<file path="src/design/emgwap_pkg.sv">
// Shared types and constants for the EMG window average / peak unit.
// Holds the controller state encoding, the command/status structs and widths.
// No dependencies.
package emgwap_pkg;

    localparam int MAX_SAMPLES = 1024;

    localparam int SAMPLE_W = 12;
    localparam int TIME_W   = 32;
    localparam int LEVEL_W  = 7;
    localparam int CFG_W    = 32;
    localparam int CFG_IDX_W = 2;

    localparam int LEVEL_MAX = 100;
    localparam int SCALE_MUL = 100;

    localparam int COUNT_W = $clog2(MAX_SAMPLES + 1);
    localparam int SUM_W   = $clog2(MAX_SAMPLES * LEVEL_MAX + 1);

    // sample * 100 needs 19 bits
    localparam int PROD_W = SAMPLE_W + LEVEL_W;

    localparam int DIV_N = (PROD_W > SUM_W) ? PROD_W : SUM_W;
    localparam int DIV_M = (SAMPLE_W > COUNT_W) ? SAMPLE_W : COUNT_W;
    localparam int DIV_CNT_W = $clog2(DIV_N + 1);

    localparam logic [CFG_IDX_W-1:0] CFG_BG_THRESHOLD = 2'd0;
    localparam logic [CFG_IDX_W-1:0] CFG_FULL_SCALE   = 2'd1;
    localparam logic [CFG_IDX_W-1:0] CFG_WINDOW_MS    = 2'd2;
    localparam logic [CFG_IDX_W-1:0] CFG_INITIAL_BEST = 2'd3;

    localparam logic [SAMPLE_W-1:0] BG_THRESHOLD_RST = 12'd205;
    localparam logic [SAMPLE_W-1:0] FULL_SCALE_RST   = 12'd4095;
    localparam logic [TIME_W-1:0]   WINDOW_MS_RST    = 32'd15000;
    localparam logic [LEVEL_W-1:0]  INITIAL_BEST_RST = 7'd0;

    typedef enum logic [2:0] {
        ST_IDLE,
        ST_SCALE,
        ST_SCALE_WAIT,
        ST_ACCUM,
        ST_CLOSE,
        ST_AVG_WAIT,
        ST_FINISH
    } state_t;

    typedef struct packed {
        logic capture;
        logic level_zero;
        logic scale_start;
        logic level_load;
        logic accum;
        logic avg_start;
        logic close_zero;
        logic close_load;
        logic load_out;
    } dp_cmd_t;

    typedef struct packed {
        logic below_thr;
        logic div_done;
        logic close;
        logic count_zero;
    } dp_status_t;

endpackage

</file>
<file path="src/design/emgwap_div.sv">
// Restoring serial divider, one quotient bit per cycle.
// Used for both the level scaling and the window mean. Depends on emgwap_pkg.
module emgwap_div (
    input  logic                          aclk,
    input  logic                          aresetn,
    input  logic                          start,
    input  logic [emgwap_pkg::DIV_N-1:0]  dividend,
    input  logic [emgwap_pkg::DIV_M-1:0]  divisor,
    output logic                          done,
    output logic [emgwap_pkg::DIV_N-1:0]  quotient
);
    import emgwap_pkg::*;

    logic                 busy_reg, busy_next;
    logic                 done_reg, done_next;
    logic [DIV_CNT_W-1:0] cnt_reg, cnt_next;
    logic [DIV_N-1:0]     quo_reg, quo_next;
    logic [DIV_M-1:0]     rem_reg, rem_next;
    logic [DIV_M-1:0]     divisor_reg, divisor_next;
    logic [DIV_M:0]       trial;
    logic                 ge;

    assign trial = {rem_reg, quo_reg[DIV_N-1]};
    assign ge    = trial >= {1'b0, divisor_reg};

    always_comb begin
        busy_next    = busy_reg;
        done_next    = 1'b0;
        cnt_next     = cnt_reg;
        quo_next     = quo_reg;
        rem_next     = rem_reg;
        divisor_next = divisor_reg;
        if (start) begin
            busy_next    = 1'b1;
            cnt_next     = DIV_CNT_W'(DIV_N);
            quo_next     = dividend;
            rem_next     = '0;
            divisor_next = divisor;
        end else if (busy_reg) begin
            rem_next = ge ? DIV_M'(trial - {1'b0, divisor_reg}) : trial[DIV_M-1:0];
            quo_next = {quo_reg[DIV_N-2:0], ge};
            cnt_next = cnt_reg - 1'b1;
            if (cnt_reg == DIV_CNT_W'(1)) begin
                busy_next = 1'b0;
                done_next = 1'b1;
            end
        end
    end

    always_ff @(posedge aclk) begin
        if (!aresetn) begin
            busy_reg <= 1'b0;
            done_reg <= 1'b0;
            cnt_reg  <= '0;
        end else begin
            busy_reg <= busy_next;
            done_reg <= done_next;
            cnt_reg  <= cnt_next;
        end
        quo_reg     <= quo_next;
        rem_reg     <= rem_next;
        divisor_reg <= divisor_next;
    end

    assign done     = done_reg;
    assign quotient = quo_reg;

endmodule

</file>
<file path="src/design/emgwap_dp.sv">
// Datapath: configuration registers, window accumulators, peak tracking,
// output register and the shared divider. Depends on emgwap_pkg, emgwap_div.
module emgwap_dp (
    input  logic                                aclk,
    input  logic                                aresetn,
    input  logic                                cfg_wr_en,
    input  logic [emgwap_pkg::CFG_IDX_W-1:0]    cfg_index,
    input  logic [emgwap_pkg::CFG_W-1:0]        cfg_wdata,
    input  logic [emgwap_pkg::SAMPLE_W-1:0]     s_sample,
    input  logic [emgwap_pkg::TIME_W-1:0]       s_now_ms,
    input  logic                                s_start_req,
    input  emgwap_pkg::dp_cmd_t                 cmd,
    output emgwap_pkg::dp_status_t              status,
    output logic [emgwap_pkg::LEVEL_W-1:0]      m_level,
    output logic [emgwap_pkg::LEVEL_W-1:0]      m_window_average,
    output logic [emgwap_pkg::LEVEL_W-1:0]      m_best_average,
    output logic                                m_window_done,
    output logic                                m_new_best
);
    import emgwap_pkg::*;

    logic [SAMPLE_W-1:0] thr_reg, fs_reg;
    logic [TIME_W-1:0]   win_reg;
    logic [LEVEL_W-1:0]  init_best_reg;

    logic [SAMPLE_W-1:0] sample_reg;
    logic [TIME_W-1:0]   now_reg;
    logic [TIME_W-1:0]   window_start_reg;
    logic [SUM_W-1:0]    sum_reg;
    logic [COUNT_W-1:0]  count_reg;
    logic [LEVEL_W-1:0]  last_avg_reg, best_reg, level_reg;
    logic                close_reg, done_reg, raised_reg;

    logic [LEVEL_W-1:0]  out_level_reg, out_avg_reg, out_best_reg;
    logic                out_done_reg, out_raised_reg;

    logic [PROD_W-1:0]   product;
    logic [SAMPLE_W-1:0] fs_div;
    logic [DIV_N-1:0]    div_dividend, div_quotient;
    logic [DIV_M-1:0]    div_divisor;
    logic                div_start, div_done;
    logic [TIME_W-1:0]   elapsed;
    logic [LEVEL_W-1:0]  init_best_sat, close_avg;

    assign product = PROD_W'(sample_reg) * PROD_W'(SCALE_MUL);
    assign fs_div  = (fs_reg == '0) ? SAMPLE_W'(1) : fs_reg;

    always_comb begin
        if (cmd.avg_start) begin
            div_dividend = DIV_N'(sum_reg);
            div_divisor  = DIV_M'(count_reg);
        end else begin
            div_dividend = DIV_N'(product);
            div_divisor  = DIV_M'(fs_div);
        end
    end

    assign div_start = cmd.scale_start | cmd.avg_start;

    emgwap_div u_div (
        .aclk     (aclk),
        .aresetn  (aresetn),
        .start    (div_start),
        .dividend (div_dividend),
        .divisor  (div_divisor),
        .done     (div_done),
        .quotient (div_quotient)
    );

    assign elapsed       = now_reg - window_start_reg;
    assign init_best_sat = (init_best_reg > LEVEL_W'(LEVEL_MAX)) ? LEVEL_W'(LEVEL_MAX)
                                                                 : init_best_reg;
    assign close_avg     = cmd.close_zero ? '0 : div_quotient[LEVEL_W-1:0];

    assign status.below_thr  = sample_reg <= thr_reg;
    assign status.div_done   = div_done;
    assign status.close      = close_reg;
    assign status.count_zero = count_reg == '0;

    // configuration writes
    always_ff @(posedge aclk) begin
        if (!aresetn) begin
            thr_reg       <= BG_THRESHOLD_RST;
            fs_reg        <= FULL_SCALE_RST;
            win_reg       <= WINDOW_MS_RST;
            init_best_reg <= INITIAL_BEST_RST;
        end else if (cfg_wr_en) begin
            unique case (cfg_index)
                CFG_BG_THRESHOLD: thr_reg       <= cfg_wdata[SAMPLE_W-1:0];
                CFG_FULL_SCALE:   fs_reg        <= cfg_wdata[SAMPLE_W-1:0];
                CFG_WINDOW_MS:    win_reg       <= cfg_wdata[TIME_W-1:0];
                CFG_INITIAL_BEST: init_best_reg <= cfg_wdata[LEVEL_W-1:0];
                default: ;
            endcase
        end
    end

    // window state
    always_ff @(posedge aclk) begin
        if (!aresetn) begin
            window_start_reg <= '0;
            sum_reg          <= '0;
            count_reg        <= '0;
            last_avg_reg     <= '0;
            best_reg         <= '0;
            close_reg        <= 1'b0;
            done_reg         <= 1'b0;
            raised_reg       <= 1'b0;
        end else begin
            if (cmd.capture) begin
                done_reg   <= 1'b0;
                raised_reg <= 1'b0;
                if (s_start_req) begin
                    window_start_reg <= s_now_ms;
                    sum_reg          <= '0;
                    count_reg        <= '0;
                    last_avg_reg     <= '0;
                    best_reg         <= init_best_sat;
                end
            end
            if (cmd.accum) begin
                close_reg <= elapsed > win_reg;
                if (level_reg != '0 && count_reg < COUNT_W'(MAX_SAMPLES)) begin
                    sum_reg   <= sum_reg + SUM_W'(level_reg);
                    count_reg <= count_reg + 1'b1;
                end
            end
            if (cmd.close_zero || cmd.close_load) begin
                window_start_reg <= now_reg;
                sum_reg          <= '0;
                count_reg        <= '0;
                last_avg_reg     <= close_avg;
                done_reg         <= 1'b1;
                if (close_avg > best_reg) begin
                    best_reg   <= close_avg;
                    raised_reg <= 1'b1;
                end
            end
        end
    end

    // transaction payload and per-item working registers
    always_ff @(posedge aclk) begin
        if (cmd.capture) begin
            sample_reg <= s_sample;
            now_reg    <= s_now_ms;
        end
        if (cmd.level_zero) begin
            level_reg <= '0;
        end else if (cmd.level_load) begin
            level_reg <= (div_quotient > DIV_N'(LEVEL_MAX)) ? LEVEL_W'(LEVEL_MAX)
                                                            : div_quotient[LEVEL_W-1:0];
        end
        if (cmd.load_out) begin
            out_level_reg  <= level_reg;
            out_avg_reg    <= last_avg_reg;
            out_best_reg   <= best_reg;
            out_done_reg   <= done_reg;
            out_raised_reg <= raised_reg;
        end
    end

    assign m_level          = out_level_reg;
    assign m_window_average = out_avg_reg;
    assign m_best_average   = out_best_reg;
    assign m_window_done    = out_done_reg;
    assign m_new_best       = out_raised_reg;

endmodule

</file>
<file path="src/design/emgwap_ctrl.sv">
// Controller: sequences scaling, accumulation, window close and output load.
// Drives the datapath command struct. Depends on emgwap_pkg.
module emgwap_ctrl (
    input  logic                   aclk,
    input  logic                   aresetn,
    input  logic                   s_valid,
    output logic                   s_ready,
    output logic                   m_valid,
    input  logic                   m_ready,
    input  emgwap_pkg::dp_status_t status,
    output emgwap_pkg::dp_cmd_t    cmd
);
    import emgwap_pkg::*;

    state_t state_reg, state_next;
    logic   out_valid_reg, out_valid_next;

    always_ff @(posedge aclk) begin
        if (!aresetn) begin
            state_reg     <= ST_IDLE;
            out_valid_reg <= 1'b0;
        end else begin
            state_reg     <= state_next;
            out_valid_reg <= out_valid_next;
        end
    end

    always_comb begin
        state_next = state_reg;
        cmd        = '0;
        s_ready    = 1'b0;
        unique case (state_reg)
            ST_IDLE: begin
                s_ready = 1'b1;
                if (s_valid) begin
                    cmd.capture = 1'b1;
                    state_next  = ST_SCALE;
                end
            end
            ST_SCALE: begin
                if (status.below_thr) begin
                    cmd.level_zero = 1'b1;
                    state_next     = ST_ACCUM;
                end else begin
                    cmd.scale_start = 1'b1;
                    state_next      = ST_SCALE_WAIT;
                end
            end
            ST_SCALE_WAIT: begin
                if (status.div_done) begin
                    cmd.level_load = 1'b1;
                    state_next     = ST_ACCUM;
                end
            end
            ST_ACCUM: begin
                cmd.accum  = 1'b1;
                state_next = ST_CLOSE;
            end
            ST_CLOSE: begin
                if (!status.close) begin
                    state_next = ST_FINISH;
                end else if (status.count_zero) begin
                    cmd.close_zero = 1'b1;
                    state_next     = ST_FINISH;
                end else begin
                    cmd.avg_start = 1'b1;
                    state_next    = ST_AVG_WAIT;
                end
            end
            ST_AVG_WAIT: begin
                if (status.div_done) begin
                    cmd.close_load = 1'b1;
                    state_next     = ST_FINISH;
                end
            end
            ST_FINISH: begin
                // hold until the output register is free
                if (!out_valid_reg || m_ready) begin
                    cmd.load_out = 1'b1;
                    state_next   = ST_IDLE;
                end
            end
            default: state_next = ST_IDLE;
        endcase
    end

    always_comb begin
        out_valid_next = out_valid_reg;
        if (cmd.load_out) begin
            out_valid_next = 1'b1;
        end else if (m_ready) begin
            out_valid_next = 1'b0;
        end
    end

    assign m_valid = out_valid_reg;

endmodule

</file>
<file path="src/design/emg_window_average_peak_unit.sv">
// Top level of the EMG window average / peak unit.
// Joins emgwap_ctrl and emgwap_dp; depends on emgwap_pkg.
//
//  channel | direction | handshake          | payload
//  --------+-----------+--------------------+-------------------------------------------
//  cfg     | in        | cfg_wr_en          | cfg_index, cfg_wdata
//  s_      | in        | s_valid / s_ready  | s_sample, s_now_ms, s_start_req
//  m_      | out       | m_valid / m_ready  | m_level, m_window_average, m_best_average,
//          |           |                    | m_window_done, m_new_best
//
// One transaction at a time: one serial divide when the sample is above background,
// plus a second divide when a non-empty window closes.
// Reset is synchronous, active low; config and window state return to defaults.
// A result waits in the output register; the next input is taken meanwhile, and the
// controller stalls only when loading a result while the previous one is still held.
module emg_window_average_peak_unit (
    input  logic                              aclk,
    input  logic                              aresetn,
    input  logic                              cfg_wr_en,
    input  logic [emgwap_pkg::CFG_IDX_W-1:0]  cfg_index,
    input  logic [emgwap_pkg::CFG_W-1:0]      cfg_wdata,
    input  logic                              s_valid,
    output logic                              s_ready,
    input  logic [emgwap_pkg::SAMPLE_W-1:0]   s_sample,
    input  logic [emgwap_pkg::TIME_W-1:0]     s_now_ms,
    input  logic                              s_start_req,
    output logic                              m_valid,
    input  logic                              m_ready,
    output logic [emgwap_pkg::LEVEL_W-1:0]    m_level,
    output logic [emgwap_pkg::LEVEL_W-1:0]    m_window_average,
    output logic [emgwap_pkg::LEVEL_W-1:0]    m_best_average,
    output logic                              m_window_done,
    output logic                              m_new_best
);
    import emgwap_pkg::*;

    dp_cmd_t    cmd;
    dp_status_t status;

    emgwap_ctrl u_ctrl (
        .aclk    (aclk),
        .aresetn (aresetn),
        .s_valid (s_valid),
        .s_ready (s_ready),
        .m_valid (m_valid),
        .m_ready (m_ready),
        .status  (status),
        .cmd     (cmd)
    );

    emgwap_dp u_dp (
        .aclk             (aclk),
        .aresetn          (aresetn),
        .cfg_wr_en        (cfg_wr_en),
        .cfg_index        (cfg_index),
        .cfg_wdata        (cfg_wdata),
        .s_sample         (s_sample),
        .s_now_ms         (s_now_ms),
        .s_start_req      (s_start_req),
        .cmd              (cmd),
        .status           (status),
        .m_level          (m_level),
        .m_window_average (m_window_average),
        .m_best_average   (m_best_average),
        .m_window_done    (m_window_done),
        .m_new_best       (m_new_best)
    );

endmodule
</file>
<file path="config.mk">
export PLATFORM = sky130hd
export DESIGN_NAME = emg_window_average_peak_unit
export DESIGN_NICKNAME = d
export VERILOG_FILES = /design/src/design/emgwap_pkg.sv /design/src/design/emgwap_div.sv /design/src/design/emgwap_dp.sv /design/src/design/emgwap_ctrl.sv /design/src/design/emg_window_average_peak_unit.sv
export SDC_FILE = /design/constraint.sdc
export NUM_CORES = 1
export LEC_CHECK = 0
export BUFFER_PORTS_ARGS = -buffer_cell sky130_fd_sc_hd__buf_4
export CAP_MARGIN = 20
export CORE_UTILIZATION = 55
export CTS_CLUSTER_SIZE = 28
export DETAILED_ROUTE_END_ITERATION = 16
export HOLD_SLACK_MARGIN = 0.02
export PLACE_DENSITY = 0.85
export SLEW_MARGIN = 30
export SYNTH_ARGS = -nofsm -noshare
export SYNTH_HDL_FRONTEND = slang
export SYNTH_SLANG_ARGS = --single-unit
</file>
<file path="constraint.sdc">
create_clock -name aclk -period 3.5 [get_ports aclk]
set_input_delay 0.35 -clock aclk [delete_from_list [all_inputs] [get_ports aclk]]
set_output_delay 0.35 -clock aclk [all_outputs]
set_load 0.01 [all_outputs]
</file>
Yosys cells after proc, flatten, opt, wreduce, memory -nomap -nowiden
Cells that the tools add are included.
Storage, ports and cells
  input bits: 84
  register bits after elaboration: 268
  logic and storage cells: 147
Cells by class
  equality and inequality tests: 14
  $lt $le $gt $ge: 7
  $mul: 1
  mux-type cells: 64
  reduce and logical (&&, ||, !) cells: 23
  bitwise logic cells: 3
  add/subtract/negate cells: 5
Operators by type and width (count)
  32-bit 2-to-1 mux: 3
  7-bit 2-to-1 mux: 10
  17-bit 2-to-1 mux: 4
  11-bit 2-to-1 mux: 6
  19-bit 2-to-1 mux: 3
  32-bit greater-than comparator: 1
  32-bit subtractor: 1
  1-bit 2-to-1 mux: 25
  3-bit case mux with 7 select lines: 1
  19-bit by 7-bit greater-than comparator with 1-bit output (second input constant): 1
  17-bit by 7-bit adder with 17-bit output: 1
  12-bit by 5-bit multiplier with 17-bit output (second input constant): 1
  13-bit by 12-bit >= comparator with 1-bit output: 1
  12-bit <= comparator: 1
  12-bit logical NOT: 1
  12-bit 2-to-1 mux: 1
  3-bit 2-to-1 mux: 4
  12-bit subtractor: 1
  11-bit by 1-bit adder with 11-bit output (second input constant): 1
  11-bit logical NOT: 1
  11-bit < comparator (second input constant): 1
  2-bit 2-to-1 mux: 5
  5-bit 2-to-1 mux: 2
  2-bit AND reduction: 5
  other kinds (23): 36

Longest topological paths before layout
  word-level depth: 8
  mapped depth: 19

Cells and area by module
From an unflattened synthesis, not the netlist that was laid out.
Second synthesis, totals
  cells, all modules: 1689
  area total of the unflattened synthesis: 15630.0 um^2
Modules (own cells, without submodules)
  emgwap_dp: sequential area each 4954.8 um^2, area an instance 12659.6 um^2, times used 1, cells each 1405
  emgwap_div: sequential area each 1311.3 um^2, area an instance 2643.8 um^2, times used 1, cells each 236
  emgwap_ctrl: sequential area each 80.1 um^2, area an instance 326.6 um^2, times used 1, cells each 48

Worst setup path after synthesis
OpenSTA, ideal clock, no wires.
  path type: flip-flop to flip-flop
  from: register u_dp.now_reg[0]
  to: register u_dp.close_reg
  period minus slack after synthesis: 3643 ps
  path slack: -143 ps
  arrival time: 3527 ps
  path buffers: 0
  cell stages (with the launch flop): 19
  cell sequence: edfxtp_1 > inv_1 > ha_1 > inv_1 > fa_1 > a21o_1 > a311oi_1 > o31ai_1 > a31o_2 > a21oi_1 > o21ai_0 > xor2_1 > ha_1 > nand4_1 > nor4_1 > nand2_1 > nor3_1 > o21ai_0 > o211a_1
On the way
  cells in the longest elaborated chain, start to end: 2
Ends and longest elaborated chain
  start, declared: RTL line emgwap_dp.sv:27  | logic [TIME_W-1:0] now_reg;
  start signal, assigned: RTL line emgwap_dp.sv:146  | now_reg <= s_now_ms;
  32-bit subtractor: RTL line emgwap_dp.sv:70  | assign elapsed = now_reg - window_start_reg;
  32-bit greater-than comparator: RTL line emgwap_dp.sv:122  | close_reg <= elapsed > win_reg;
  end signal, assigned: RTL line emgwap_dp.sv:122
  end, declared: RTL line emgwap_dp.sv:32  | logic close_reg, done_reg, raised_reg;
No other way between the ends.
A chain may end at the register's enable or synchronous reset.

Worst setup path in the final report
Ends and elaborated chain as after synthesis.

==> reports/qor.yml <==
die_h_microns: 169
yosys.cell_types.count: 71
wire_per_inst_microns: 17.5
period_share: 1.06
fp.dieW_microns: 169
antenna_left: 0
cts_tree: "built"
coreArea_sq_um: 27100
rr_startpoint: "u_dp.now_reg[0]"
final_cell_mix: "nand2_1 (259), buf_4 (175), dfxtp_1 (169), inv_1 (153), ha_1 (144)"
dp.cells: 2200
dieArea_sq_um: 28500
overflow: 0
synth_area_per_cell_sq_um: 8.83
min_path_cells: 3
regArea_sq_um: 6350
nets: 2151
leakagePower_nw: 7.57
p_comb_frac: 0.300
clock_power_share: 0.322
final_common_cell: "nand2_1"
min_from: "cfg_wdata[19]"
max-vdd-ir-drop_mv: 0.340
cts_buffer_depth: 3
swShare: 0.324
setup_ws_ps: -216
setup_viol_count_final: 1
seqPwrFrac: 0.379
hold_path_class: "in -> reg"
netlist_instances: 1735
final_max_slew_viol_count: 0
p_per_area_nw_per_um2: 529
drt_first_iter_violations: 1153
io-pin-count: 109
violations: "setup timing"
worst_clock_skew_ps: 20.4
required_ps: 3940
fmax_mhz: 269
ys.flop_type: "dfxtp_1"
grt_pass1_vias: 13300
antenna_found_initial: 1
initial_core_util: 0.565
fillers: 2007
outcome: "complete, but fails checks"
clk_latency_ps: 560
multiInputGateArea_sq_um: 8270
rsz0062_at_grt: "yes"
fin_crit_ps: 3720
critical_path_arrival_ps: 4160
cts.sinks: 268
syn2layout_area_growth_pct: 20.2
ys_seq_elements: 268
slew_headroom: 0.453
crit_slowest_cell: "edfxtp_1"
num_vias: 13500
synth-async-reset-ratio: 0
port_buffers: 108
hold_slack_ps: 47.5
hold_end: "u_dp.win_reg[19]"
grt_usage: 0.280
cellInternalPower_w: 0.00659
htree_levels: 1
worst-path-buf-inv: 2
crit_chain: "inv_1 -> ha_1 -> inv_1 -> fa_2 -> a21o_1 -> a311oi_4 -> o31ai_4 -> a31o_2 -> a21oi_4 -> o21ai_2 -> xor2_1 -> ha_1 -> nand4_1 -> nor4_2 -> nand2_1 -> nor3_2 -> o21ai_0 -> o211a_1"
firstDrtPassIters: 5
worst_r2r_endpoint: "u_dp.close_reg"
layout-drive-gt1-share: 0.144
rows: 60
grt_max_degree: 66
via_per_inst: 5.87
hold_violations: 0
slowest_delay_ps: 390
critPathMaxFanout: 4
routabilityCongestion: 0.938
synth_fp_nets: 1975
seq_area_frac_synth: 0.414
root_buffer: "clkbuf_16"
worst_pin_slew_ps: 820
maxCapViolCount: 0
r2r_slack_ps: -220
reg2regPathDepth: 18
synth-edff-count: 98
grt_pass1_wl_microns: 64700
yosysWarnings: 0
clk_pin_slew_ps: 60
worst_setup_path_start_kind: "flop"
cts_buffers: 29
p_switching_w: 0.00316
routed_wl_microns: 40300
synth.cell_area_sq_um: 15300
final_cells: 2306
critPathTopFamily: "compound AO/OA/AOI/OAI gates"
crit_type: "reg -> reg"
dp_hpwl_microns: 28100
drc: 0
total_power_w: 0.00974
cp-end-kind: "flop"
[cell usage after synthesis (10+ instances only)]
| cell type | n | area (sq um) |
|---|---|---|
| edfxtp_1 | 98 | 2940 |
| and2_1 | 10 | 62.6 |
| nor2_1 | 145 | 544 |
| inv_1 | 155 | 582 |
| and3_1 | 15 | 93.8 |
| nor3_1 | 14 | 70.1 |
| a21o_1 | 34 | 255 |
| nand3_1 | 48 | 240 |
| o21ai_0 | 67 | 335 |
| o21a_1 | 15 | 113 |
| a22oi_1 | 14 | 105 |
| nand2b_1 | 14 | 87.6 |
| nor2b_1 | 15 | 93.8 |
| nor4_1 | 10 | 62.6 |
| nand2_1 | 259 | 972 |
| a221o_1 | 10 | 100 |
| or2_2 | 10 | 62.6 |
| xor2_1 | 22 | 193 |
| dfxtp_1 | 170 | 3400 |
| o211ai_1 | 22 | 165 |
| clkbuf_1 | 57 | 214 |
| a311oi_1 | 34 | 298 |
| fa_1 | 10 | 200 |
| nand4_1 | 30 | 188 |
| mux2i_1 | 21 | 210 |
| ha_1 | 146 | 1830 |
| xnor2_1 | 36 | 315 |
| a21oi_1 | 130 | 651 |
| o22ai_1 | 10 | 62.6 |
[area by class of cell]
cell class | instances | area share
inverters | 158 | 0.0323
diodes | 1 | 0.000136
clock buffers | 32 | 0.0412
repair buffers | 219 | 0.0953
multi-input cells | 1235 | 0.449
clock inverters | 21 | 0.0118
flip-flops and latches | 268 | 0.345
well taps | 372 | 0.0253
[power groups by stage]
stage | Combinational, W | Sequential, W | Clock, W
finish | 0.00292 | 0.00369 | 0.00313
detailed placement | 0.00268 | 0.00375 | 0
CTS | 0.00279 | 0.00368 | 0.00316
global route | 0.00325 | 0.00371 | 0.00328
floorplan | 0.00198 | 0.00368 | 0
global placement | 0.00257 | 0.00373 | 0
[how the worst max path moves through the flow]
stage	cells past startpoint	endpoint	slack, ps	startpoint
5_1_grt	15	u_dp.close_reg	-470	u_dp.now_reg[4]
2_1_floorplan	18	u_dp.close_reg	5	u_dp.now_reg[0]
3_5_place_dp	18	u_dp.close_reg	-350	u_dp.now_reg[0]
4_1_cts	18	u_dp.close_reg	-210	u_dp.now_reg[0]
3_3_place_gp	18	u_dp.close_reg	-220	u_dp.now_reg[0]
6_report	18	u_dp.close_reg	-220	u_dp.now_reg[0]
[repair_timing]
action                                  CTS  global route
setup buffers                             1             7
gates resized for setup                  12            17
endpoints found under the hold margin    44             0
endpoints found under the setup margin    3            14
hold buffers                             44             0
pin swaps                                14            13
[cells by family (layout without fill, tap and decap cells)]
kind of cell             count (synthesis)  after routing  synth area share
AND/OR/NAND/NOR                        600            600             0.177
multiplexers                            21             21            0.0137
XOR/XNOR                                58             58            0.0332
buffers and inverters                  232            430            0.0582
adder cells (fa/ha/maj)                156            156             0.132
other                                    0              1                 0
AO/OA/AOI/OAI                          400            400             0.171
flip-flops                             268            268             0.414
[per-stage QoR]
step	setup TNS (ps)	worst slack, ps	area [sq um]	util
after CTS	-210	-210	18300	0.675
after global routing	-495	-466	18400	0.679
after floorplan	0	5.36	15300	-
after detailed placement	-348	-348	16800	0.620
after global placement	-225	-225	16800	0.619
final	-216	-216	18400	0.680
[per-layer routing]
layer / GRT usage / vias up / wire, microns / part of all wire
li1: - / 6469 / - / -
met1: 0.345 / 6374 / 16500 / 0.41
met2: 0.478 / 545 / 19300 / 0.48
met3: 0.0388 / 151 / 2630 / 0.065
met4: 0.142 / 0 / 1780 / 0.044
met5: 0 / - / 0 / 0
[worst min-delay path, cell delays in order]
cell	delay [ps]
buf_4	110
nand2_1	40
a21oi_1	50
No activity file was read; power rests on OpenSTA's default activity.
